[src/design/spjq_pkg.sv]
`default_nettype none

package spjq_pkg;

    // default sizes of the queue
    localparam int DEPTH_DEF   = 16;
    localparam int PRIO_W_DEF  = 8;

    // fixed field widths on the channels
    localparam int REQ_TYPE_W  = 2;
    localparam int IN_PRIO_W   = 8;
    localparam int PAYLOAD_W   = 32;
    localparam int COUNT_OUT_W = 5;

    // request codes; the fourth code is unused and ignored
    typedef enum logic [REQ_TYPE_W-1:0] {
        REQ_ENQ  = 2'd0,
        REQ_DEQ  = 2'd1,
        REQ_PEEK = 2'd2
    } t_req_code;

    // request beat
    typedef struct packed {
        logic [REQ_TYPE_W-1:0] req_type;
        logic [IN_PRIO_W-1:0]  job_priority;
        logic [PAYLOAD_W-1:0]  job_payload;
    } t_req;

    // result beat
    typedef struct packed {
        logic                   job_valid;
        logic [IN_PRIO_W-1:0]   out_priority;
        logic [PAYLOAD_W-1:0]   out_payload;
        logic                   accepted;
        logic [COUNT_OUT_W-1:0] job_count;
        logic                   is_empty;
        logic                   is_full;
    } t_rsp;

    // command broadcast to every cell of the chain
    typedef struct packed {
        logic enq;
        logic deq;
    } t_cell_ctrl;

endpackage

`default_nettype wire

[src/design/spjq_if.sv]
`default_nettype none

// request channel
interface spjq_req_if import spjq_pkg::*; ();
    logic valid;
    logic ready;
    t_req data;

    modport source (output valid, output data, input ready);
    modport sink   (input valid, input data, output ready);
endinterface

// result channel
interface spjq_rsp_if import spjq_pkg::*; ();
    logic valid;
    logic ready;
    t_rsp data;

    modport source (output valid, output data, input ready);
    modport sink   (input valid, input data, output ready);
endinterface

`default_nettype wire

[src/design/stable_priority_job_queue_core.sv]
// Stable priority job queue, held in a chain of slot cells sorted by
// ascending priority value; jobs of equal priority leave in arrival order.
// Request channel i_req: enqueue, dequeue or peek. Each request beat gives
// exactly one result beat on o_rsp with the returned job (dequeue, peek),
// the accept flag of an enqueue, the job count and the empty and full flags.
// Every cell compares its own priority with the incoming one, so an insert
// or a removal moves the whole chain at once.
// The result beat appears in the cycle after the request beat is accepted.
// Throughput: one request per cycle, limited by the single result register;
// a new request is taken while the result register is empty or being read.
// When the receiver stalls, the result holds and i_req.ready drops until the
// result is taken.
// Reset (synchronous, active low) empties the queue and drops any pending
// result; no clearing pass is needed.
// Enqueues of priority zero or into a full queue are dropped with accepted 0;
// dequeue or peek of an empty queue returns a zero job with job_valid 0.
`default_nettype none

module stable_priority_job_queue_core import spjq_pkg::*; #(
    parameter int DEPTH  = DEPTH_DEF,
    parameter int PRIO_W = PRIO_W_DEF
) (
    input  wire logic   i_clk,
    input  wire logic   i_rst_n,
    spjq_req_if.sink    i_req,
    spjq_rsp_if.source  o_rsp
);

    localparam int CNT_W = $clog2(DEPTH + 1);

    logic                 cell_valid   [DEPTH];
    logic                 cell_gt      [DEPTH];
    logic [PRIO_W-1:0]    cell_prio    [DEPTH];
    logic [PAYLOAD_W-1:0] cell_payload [DEPTH];

    logic [CNT_W-1:0]     r_count;
    logic [CNT_W-1:0]     n_count;
    logic                 r_out_valid;
    logic                 n_out_valid;
    t_rsp                 r_rsp;
    t_rsp                 n_rsp;

    logic                 accept;
    logic                 is_enq;
    logic                 is_deq;
    logic                 is_peek;
    logic                 q_empty;
    logic                 q_full;
    logic                 enq_ok;
    logic                 deq_ok;
    t_cell_ctrl           ctrl;
    logic [PRIO_W-1:0]    new_prio;
    logic [PRIO_W+IN_PRIO_W-1:0]   prio_in_ext;
    logic [PRIO_W+IN_PRIO_W-1:0]   prio_out_ext;
    logic [CNT_W+COUNT_OUT_W-1:0]  count_ext;

    // handshake on the request side
    assign i_req.ready = !r_out_valid || o_rsp.ready;
    assign accept      = i_req.valid && i_req.ready;

    // decode
    assign is_enq  = i_req.data.req_type == REQ_ENQ;
    assign is_deq  = i_req.data.req_type == REQ_DEQ;
    assign is_peek = i_req.data.req_type == REQ_PEEK;
    assign q_empty = r_count == '0;
    assign q_full  = r_count == CNT_W'(DEPTH);

    // incoming priority fitted to the stored width
    assign prio_in_ext = {{PRIO_W{1'b0}}, i_req.data.job_priority};
    assign new_prio    = prio_in_ext[PRIO_W-1:0];

    assign enq_ok   = accept && is_enq && !q_full && (new_prio != '0);
    assign deq_ok   = accept && is_deq && !q_empty;
    assign ctrl.enq = enq_ok;
    assign ctrl.deq = deq_ok;

    // chain of slot cells, head at index zero
    for (genvar i = 0; i < DEPTH; i++) begin : g_cell
        logic                 left_valid;
        logic                 left_gt;
        logic [PRIO_W-1:0]    left_prio;
        logic [PAYLOAD_W-1:0] left_payload;
        logic                 right_valid;
        logic [PRIO_W-1:0]    right_prio;
        logic [PAYLOAD_W-1:0] right_payload;

        if (i == 0) begin : g_head
            assign left_valid   = 1'b1;
            assign left_gt      = 1'b0;
            assign left_prio    = '0;
            assign left_payload = '0;
        end else begin : g_mid
            assign left_valid   = cell_valid[i-1];
            assign left_gt      = cell_gt[i-1];
            assign left_prio    = cell_prio[i-1];
            assign left_payload = cell_payload[i-1];
        end

        if (i == DEPTH - 1) begin : g_tail
            assign right_valid   = 1'b0;
            assign right_prio    = '0;
            assign right_payload = '0;
        end else begin : g_body
            assign right_valid   = cell_valid[i+1];
            assign right_prio    = cell_prio[i+1];
            assign right_payload = cell_payload[i+1];
        end

        spjq_cell #(
            .PRIO_W (PRIO_W)
        ) u_cell (
            .i_clk           (i_clk),
            .i_rst_n         (i_rst_n),
            .i_ctrl          (ctrl),
            .i_new_prio      (new_prio),
            .i_new_payload   (i_req.data.job_payload),
            .i_left_valid    (left_valid),
            .i_left_gt       (left_gt),
            .i_left_prio     (left_prio),
            .i_left_payload  (left_payload),
            .i_right_valid   (right_valid),
            .i_right_prio    (right_prio),
            .i_right_payload (right_payload),
            .o_valid         (cell_valid[i]),
            .o_gt            (cell_gt[i]),
            .o_prio          (cell_prio[i]),
            .o_payload       (cell_payload[i])
        );
    end

    // job count after the request
    always_comb begin
        n_count = r_count;
        if (enq_ok) begin
            n_count = r_count + CNT_W'(1);
        end else if (deq_ok) begin
            n_count = r_count - CNT_W'(1);
        end
    end

    assign count_ext    = {{COUNT_OUT_W{1'b0}}, n_count};
    assign prio_out_ext = {{IN_PRIO_W{1'b0}}, cell_prio[0]};

    // result beat built from the head slot
    always_comb begin
        n_rsp              = '0;
        n_rsp.accepted     = enq_ok;
        n_rsp.job_count    = count_ext[COUNT_OUT_W-1:0];
        n_rsp.is_empty     = n_count == '0;
        n_rsp.is_full      = n_count == CNT_W'(DEPTH);
        if ((is_deq || is_peek) && !q_empty) begin
            n_rsp.job_valid    = 1'b1;
            n_rsp.out_priority = prio_out_ext[IN_PRIO_W-1:0];
            n_rsp.out_payload  = cell_payload[0];
        end
    end

    // result register valid
    always_comb begin
        n_out_valid = r_out_valid;
        if (accept) begin
            n_out_valid = 1'b1;
        end else if (o_rsp.ready) begin
            n_out_valid = 1'b0;
        end
    end

    // control state
    always_ff @(posedge i_clk) begin
        if (!i_rst_n) begin
            r_count     <= '0;
            r_out_valid <= 1'b0;
        end else begin
            r_count     <= n_count;
            r_out_valid <= n_out_valid;
        end
    end

    // result payload
    always_ff @(posedge i_clk) begin
        if (accept) begin
            r_rsp <= n_rsp;
        end
    end

    assign o_rsp.valid = r_out_valid;
    assign o_rsp.data  = r_rsp;

endmodule

`default_nettype wire

[src/design/spjq_cell.sv]
`default_nettype none

module spjq_cell import spjq_pkg::*; #(
    parameter int PRIO_W = PRIO_W_DEF
) (
    input  wire logic                 i_clk,
    input  wire logic                 i_rst_n,
    input  wire t_cell_ctrl           i_ctrl,
    input  wire logic [PRIO_W-1:0]    i_new_prio,
    input  wire logic [PAYLOAD_W-1:0] i_new_payload,
    input  wire logic                 i_left_valid,
    input  wire logic                 i_left_gt,
    input  wire logic [PRIO_W-1:0]    i_left_prio,
    input  wire logic [PAYLOAD_W-1:0] i_left_payload,
    input  wire logic                 i_right_valid,
    input  wire logic [PRIO_W-1:0]    i_right_prio,
    input  wire logic [PAYLOAD_W-1:0] i_right_payload,
    output logic                      o_valid,
    output logic                      o_gt,
    output logic [PRIO_W-1:0]         o_prio,
    output logic [PAYLOAD_W-1:0]      o_payload
);

    logic                 r_valid;
    logic [PRIO_W-1:0]    r_prio;
    logic [PAYLOAD_W-1:0] r_payload;
    logic                 n_valid;
    logic [PRIO_W-1:0]    n_prio;
    logic [PAYLOAD_W-1:0] n_payload;

    // held job leaves after the new one
    assign o_gt = r_valid && (r_prio > i_new_prio);

    // deq shifts left; enq shifts right or takes the new job at the boundary
    always_comb begin
        n_valid   = r_valid;
        n_prio    = r_prio;
        n_payload = r_payload;
        if (i_ctrl.deq) begin
            n_valid   = i_right_valid;
            n_prio    = i_right_prio;
            n_payload = i_right_payload;
        end else if (i_ctrl.enq) begin
            if (i_left_gt) begin
                n_valid   = i_left_valid;
                n_prio    = i_left_prio;
                n_payload = i_left_payload;
            end else if (o_gt || (!r_valid && i_left_valid)) begin
                n_valid   = 1'b1;
                n_prio    = i_new_prio;
                n_payload = i_new_payload;
            end
        end
    end

    // slot valid bit
    always_ff @(posedge i_clk) begin
        if (!i_rst_n) begin
            r_valid <= 1'b0;
        end else begin
            r_valid <= n_valid;
        end
    end

    // slot contents
    always_ff @(posedge i_clk) begin
        r_prio    <= n_prio;
        r_payload <= n_payload;
    end

    assign o_valid   = r_valid;
    assign o_prio    = r_prio;
    assign o_payload = r_payload;

endmodule

`default_nettype wire

[src/flat_wrapper.sv]
// flat-port wrapper written by rule: the top's interface ports become plain ports
module stable_priority_job_queue_core_flat import spjq_pkg::*;
#(
    parameter int DEPTH  = DEPTH_DEF,
    parameter int PRIO_W = PRIO_W_DEF
)
  (i_clk, i_rst_n, i_req_valid, i_req_data, i_req_ready, o_rsp_valid, o_rsp_data, o_rsp_ready);
  spjq_req_if i_req_i ();
  spjq_rsp_if o_rsp_i ();
  input  wire logic i_clk;
  input  wire logic i_rst_n;
  input wire logic [$bits(i_req_i.valid)-1:0] i_req_valid;
  input wire logic [$bits(i_req_i.data)-1:0] i_req_data;
  output wire logic [$bits(i_req_i.ready)-1:0] i_req_ready;
  output wire logic [$bits(o_rsp_i.valid)-1:0] o_rsp_valid;
  output wire logic [$bits(o_rsp_i.data)-1:0] o_rsp_data;
  input wire logic [$bits(o_rsp_i.ready)-1:0] o_rsp_ready;
  assign i_req_i.valid = i_req_valid;
  assign i_req_i.data = i_req_data;
  assign i_req_ready = i_req_i.ready;
  assign o_rsp_valid = o_rsp_i.valid;
  assign o_rsp_data = o_rsp_i.data;
  assign o_rsp_i.ready = o_rsp_ready;
  stable_priority_job_queue_core #(.DEPTH(DEPTH), .PRIO_W(PRIO_W)) u_core (.i_clk(i_clk), .i_rst_n(i_rst_n), .i_req(i_req_i), .o_rsp(o_rsp_i));
endmodule
[config.mk]
export PLATFORM = sky130hd
export DESIGN_NAME = stable_priority_job_queue_core_flat
export DESIGN_NICKNAME = d
export VERILOG_FILES = /design/src/design/spjq_pkg.sv /design/src/design/spjq_if.sv /design/src/design/stable_priority_job_queue_core.sv /design/src/design/spjq_cell.sv /design/src/flat_wrapper.sv
export SDC_FILE = /design/constraint.sdc
export NUM_CORES = 2
export LEC_CHECK = 0
export BUFFER_PORTS_ARGS = -buffer_cell sky130_fd_sc_hd__buf_4
export CAP_MARGIN = 20
export CORE_UTILIZATION = 32
export DETAILED_ROUTE_END_ITERATION = 12
export GPL_TIMING_DRIVEN = 1
export PLACE_DENSITY_LB_ADDON = 0.3
export SLEW_MARGIN = 20
export SYNTH_ARGS = -nofsm -noshare
export SYNTH_HDL_FRONTEND = slang
export SYNTH_SLANG_ARGS = --single-unit
[constraint.sdc]
create_clock -name i_clk -period 6.9 [get_ports i_clk]
set_clock_uncertainty 0.05 [all_clocks]
set_input_delay 1.035 -clock i_clk [delete_from_list [all_inputs] [get_ports i_clk]]
set_output_delay 1.035 -clock i_clk [all_outputs]
set_load 0.005 [all_outputs]
After elaboration in Yosys (flattened, before gate mapping)
Index checks and enable logic that the tools add are counted.
{"block": "op_classes", "n_addsub": 2, "order_cmp": 16, "n_eq_ne": 4, "n_mux": 188, "bitwise": 1, "reduce_logical": 114}
{"operator": "32-bit two-way mux", "count": 61}
{"operator": "8-bit two-way mux", "count": 61}
{"operator": "8-bit > comparator", "count": 16}
{"operator": "1-bit two-way mux", "count": 63}
{"operator": "3-bit nonzero test", "count": 14}
{"operator": "41-bit two-way mux", "count": 1}
{"operator": "1-bit logical AND", "count": 38}
{"operator": "2-bit AND reduction", "count": 16}
{"operator": "1-bit logical NOT", "count": 19}
{"operator": "1-bit logical OR", "count": 18}
{"operator": "5-bit == test, second input constant", "count": 2}
{"operator": "5-bit logical NOT", "count": 2}
{"operator": "5-bit two-way mux", "count": 2}
{"operator": "2-bit nonzero test", "count": 4}
{"operator": "8-bit nonzero test", "count": 1}
{"operator": "5-bit by 1-bit adder with 5-bit output, second input constant", "count": 1}
{"operator": "5-bit by 1-bit subtractor with 5-bit output, second input constant", "count": 1}
{"operator": "2-bit by 1-bit == test with 1-bit output, second input constant", "count": 1}
{"operator": "2-bit == test, second input constant", "count": 1}
{"operator": "2-bit logical NOT", "count": 1}
{"operator": "2-bit OR reduction", "count": 1}
{"operator": "1-bit inverter", "count": 1}
{"block": "word_totals", "register_bits": 711, "input_bits": 46, "out_inout_bits": 51, "elab_cells": 382}

Logic depth before layout (Yosys ltp)
{"block": "logic_depth", "ltp_word": 8, "depth_mapped": 11, "ltp_nobuf": 8}

Modules after synthesis
Synthesis repeated with hierarchy kept, for this count alone.
{"block": "unflattened", "hier_cells": 3613, "hier_area_um2": 39479.1}
{"mod": "spjq_cell at u_core.g_cell[15].u_cell ...", "instances": 10, "cells_each": 215, "area_per_inst_um2": 2322.2, "seq_area_each_um2": 1221.2}
{"mod": "spjq_cell at u_core.g_cell[0].u_cell ...", "instances": 6, "cells_each": 215, "area_per_inst_um2": 2312.2, "seq_area_each_um2": 1221.2}
{"mod": "stable_priority_job_queue_core", "instances": 1, "cells_each": 173, "area_per_inst_um2": 2383.5, "seq_area_each_um2": 1591.5}

Worst setup path before layout
No wires, ideal clock.
{"block": "synth_timing", "kind": "in2reg", "start": "input i_req_data[38]", "end": "register u_core.g_cell[3].u_cell.r_payload[0] (enable)", "setup_ns": 0.460, "arrival_ns": 5.003, "required_ns": 6.390, "path_slack_ns": 1.386, "cell_stages": 10, "path_buffers": 3, "path_cell_list": "inv_1 ha_1 nand4_1 o21ai_0 or2_2 clkbuf_1 and2_1 buf_1 clkbuf_1 a41oi_1"}
{"block": "synth_between", "elab_chain_len": 5, "elab_cells_between_ends": 10, "cone_classes": "2 x order compare; 8 x reduce/logical"}
{"element": "start: declaration", "line": "flat_wrapper.sv:13", "rtl": "input wire logic [$bits(i_req_i.data)-1:0] i_req_data;"}
{"element": "8-bit > comparator", "line": "spjq_cell.sv:32", "rtl": "assign o_gt = r_valid && (r_prio > i_new_prio);"}
{"element": "1-bit logical AND", "line": "spjq_cell.sv:32"}
{"element": "1-bit logical OR", "line": "spjq_cell.sv:48", "rtl": "end else if (o_gt || (!r_valid && i_left_valid)) begin"}
{"element": "3-bit nonzero test (no source line)"}
{"element": "2-bit AND reduction (no source line) (*)"}
{"element": "end signal: assignment", "line": "spjq_cell.sv:68", "rtl": "r_payload <= n_payload;"}
{"element": "end: declaration", "line": "spjq_cell.sv:26", "rtl": "logic [PAYLOAD_W-1:0] r_payload;"}
Mark *: on every way between the ends. The rest lies on a longest branch, timed or not.
A chain may end at the register's enable or synchronous reset.

Worst setup path in the final report
{"block": "layout_timing", "start": "input i_req_data[37]", "end": "register u_core.g_cell[4].u_cell.r_payload[9] (enable)"}
{"block": "layout_between", "elab_chain_len": 5, "elab_cells_between_ends": 10, "cone_classes": "2 x order compare; 8 x reduce/logical"}
{"element": "8-bit > comparator", "line": "spjq_cell.sv:32"}
{"element": "1-bit logical AND", "line": "spjq_cell.sv:32"}
{"element": "1-bit logical OR", "line": "spjq_cell.sv:48"}
{"element": "3-bit nonzero test (no source line)"}
{"element": "2-bit AND reduction (no source line) (*)"}
{"element": "end signal: assignment", "line": "spjq_cell.sv:68"}
{"element": "end: declaration", "line": "spjq_cell.sv:26"}
Marked as above.

==> impl_metrics.json <==
{
  "p_per_area_nw_per_um2": 238,
  "cp_data_arrival_time_ps": 4720,
  "rsz0062_at_grt": "no",
  "end_kind": "flop",
  "avgSynthCellArea_um2": 10.8,
  "drc": 0,
  "grt-ovfl-total": 0,
  "start_util_pct": 32.3,
  "min_period_ps": 4390,
  "synth.area.top_cells": "edfxtp_1 (50%), a221o_1 (14%), a21oi_1 (8.1%), nand2_1 (5.5%), ha_1 (4.3%)",
  "path_clk_slew_ps": 60,
  "worst_pin_slew_ps": 1220,
  "synth_edf_count": 649,
  "num_vias": 30300,
  "cts_buffers": 85,
  "fin_area_um2": 43400,
  "power_leakage_uw": 0.0166,
  "fmax_mhz": 228,
  "worstPathCellList": "buf_4 > inv_1 > buf_4 > ha_1 > a21o_1 > a21o_1 > a21oi_1 > or2_2 > and2_1 > buf_4 > a41oi_4 > buf_4",
  "vdd_drop_max_mv": 0.196,
  "first_global_vias": 28000,
  "antenna_found_initial": 1,
  "cpMostUsedCell": "buf_4",
  "critPathMaxFanout": 42,
  "synthArstFlopShare_pct": 0,
  "path_class": "input port to flop",
  "setup_tns_ps": 0,
  "hold_class": "flop to flop",
  "cts_tree": "done",
  "fin_crit_sh_pct": 63.7,
  "ys.flop_type": "edfxtp_1",
  "synth_top_area_share_pct": 50.3,
  "holdBufCountCts": 0,
  "layout-area-overhead-vs-synth_pct": 12.0,
  "syn_inst": 3578,
  "max_stage_delay_ps": 640,
  "critPathLaunchType": "input port",
  "setup_slack_ps": 2510,
  "synth_area_um2": 38800,
  "hold_viol": 0,
  "cap_viol_max_count": 0,
  "place_inst": 4930,
  "slew_violations": 0,
  "grt_max_degree": 215,
  "dp_hpwl_um": 78100,
  "grtUsageTotal_pct": 18.2,
  "cts_resized": 0,
  "post-place-ws_ps": 1930,
  "placed_cell_area_um2": 40600,
  "ys_types": 51,
  "mostFrequentLayoutCell": "edfxtp_1",
  "status": "finished, final reports clean",
  "cts_root_buf": "clkbuf_16",
  "nets": 3584,
  "via_per_inst": 5.96,
  "dieHeight_um": 350,
  "seq_area_frac_synth_pct": 53.5,
  "instances_no_fill": 5087,
  "gp_routability_congestion": 0.874,
  "r2r-start": "u_core.r_count[0]",
  "num_rows": 127,
  "clk_path_buf_depth": 3,
  "yosysTopAreaCell": "edfxtp_1",
  "grt_pass1_wl_um": 178000,
  "fp.dieW_um": 350,
  "pin_count": 97,
  "wl_per_cell_um": 22.9,
  "setup_viol": 0,
  "worst_slew_margin_rel_pct": 18.8,
  "port_buffers": 96,
  "die_area_um2": 122000,
  "drive_gt1_share_pct": 10.5,
  "wl_um": 116000,
  "crit_start": "i_req_data[37]",
  "htreeDepth": 3,
  "crit_slowest_cell": "or2_2",
  "ant_nets": 0,
  "ys_ff_latch": 711,
  "cts_setup_buffers": 0,
  "clk_latency_ps": 660,
  "drt_iter0_markers": 3715,
  "core_um2": 120000,
  "critPathRequiredTime_ps": 7220,
  "hp-start": "u_core.g_cell[15].u_cell.o_payload[25]",
  "clkSinkCount": 711,
  "synthesis.nets": 3757,
  "finish.utilization_pct": 36.2,
  "yosys_warnings": 0,
  "dr.pass1.iters": 6,
  "final_cell_mix": "edfxtp_1 (649), a21oi_1 (624), nand2_1 (568)"
}
## registers in the layout, summed over array words and instances (netlist names)
register                        count
u_core.g_cell.u_cell.o_payload    512
u_core.g_cell.u_cell.o_prio       128
u_core.g_cell.u_cell.o_valid       16
u_core.o_rsp.data                  49
u_core.o_rsp.valid                  1
u_core.r_count                      5
## cells in the mapped netlist (3+ instances only)
cell / count
nand2b_1: 13
or4_1: 3
o21ai_1: 13
buf_6: 3
a21oi_1: 624
inv_1: 31
or2_2: 13
buf_1: 8
buf_2: 177
o2111ai_1: 3
nor3_1: 18
a21o_1: 73
o211ai_1: 3
nor2b_1: 16
clkbuf_1: 247
nand3_1: 24
o21a_1: 29
and4_1: 3
o311ai_0: 15
and2_1: 56
buf_4: 9
a221o_1: 546
nand4_1: 27
nand2_1: 568
and3_1: 40
mux2i_1: 42
edfxtp_1: 649
a211oi_1: 40
o21ai_0: 30
nor2_1: 26
ha_1: 133
dfxtp_1: 62
a41oi_1: 12
## power by group
group | switching (uW) | internal, uW
clock network | 1860 | 2710
logic | 483 | 377
registers | 68.7 | 4840
total | 2410 | 7930
## area by class of cell
class                   count  area [um^2]
well taps                1612         2020
diodes                      1         2.50
multi-input cells        2391        16300
fillers                 11800        76600
repair buffers            185         1450
flip-flops and latches    711        20700
clock inverters            44          439
clock buffers             112         2360
inverters                  31          116
## cell families after synthesis
| logic type | count (synthesis) | share of synthesized area [%] |
|---|---|---|
| AO/OA/AOI/OAI | 1398 | 26.4 |
| XOR/XNOR | 4 | 0.0904 |
| adder cells (fa/ha/maj) | 133 | 4.29 |
| buffers and inverters | 476 | 5.33 |
| flip-flops | 711 | 53.5 |
| multiplexers | 42 | 1.08 |
| AND/OR/NAND/NOR | 814 | 9.28 |
## critical path, delay by kind of cell
family,cells,cell delay (ps)
AOI/OAI and AO/OA,4,840
and+or+nand+nor,2,860
adders and majority gates,1,270
buffers and inverters,5,1640
## path summary, 6_finish.rpt
| path | end | slack, ps | depth (start not counted) |
|---|---|---|---|
| max | u_core.g_cell[4].u_cell.o_payload[9] | 2510 | 12 |
| min reg2reg | u_core.g_cell[15].u_cell.o_payload[25] | 480 | 2 |
| min | u_core.g_cell[15].u_cell.o_payload[25] | 480 | 2 |
| max reg2reg | u_core.g_cell[3].u_cell.o_prio[5] | 2600 | 8 |
## metrics by stage
step           power (uW)  hold WS [ps]
2_1_floorplan        5590           445
3_3_place_gp         5830           462
3_5_place_dp         5860           468
4_1_cts             10400           475
5_1_grt             10700           489
6_report            10300           476
## metal layers
metal | share of wire (%) | track usage [%] | vias up | routed length [um]
met5 | 0 | 0 | - | 0
met4 | 2.2 | 4.74 | 0 | 2570
met1 | 50 | 30.2 | 15000 | 58700
met3 | 8.4 | 2.64 | 149 | 9770
li1 | - | - | 13700 | -
met2 | 39 | 23.6 | 1521 | 45300
Note: power is estimated with default switching activity, not from simulation.
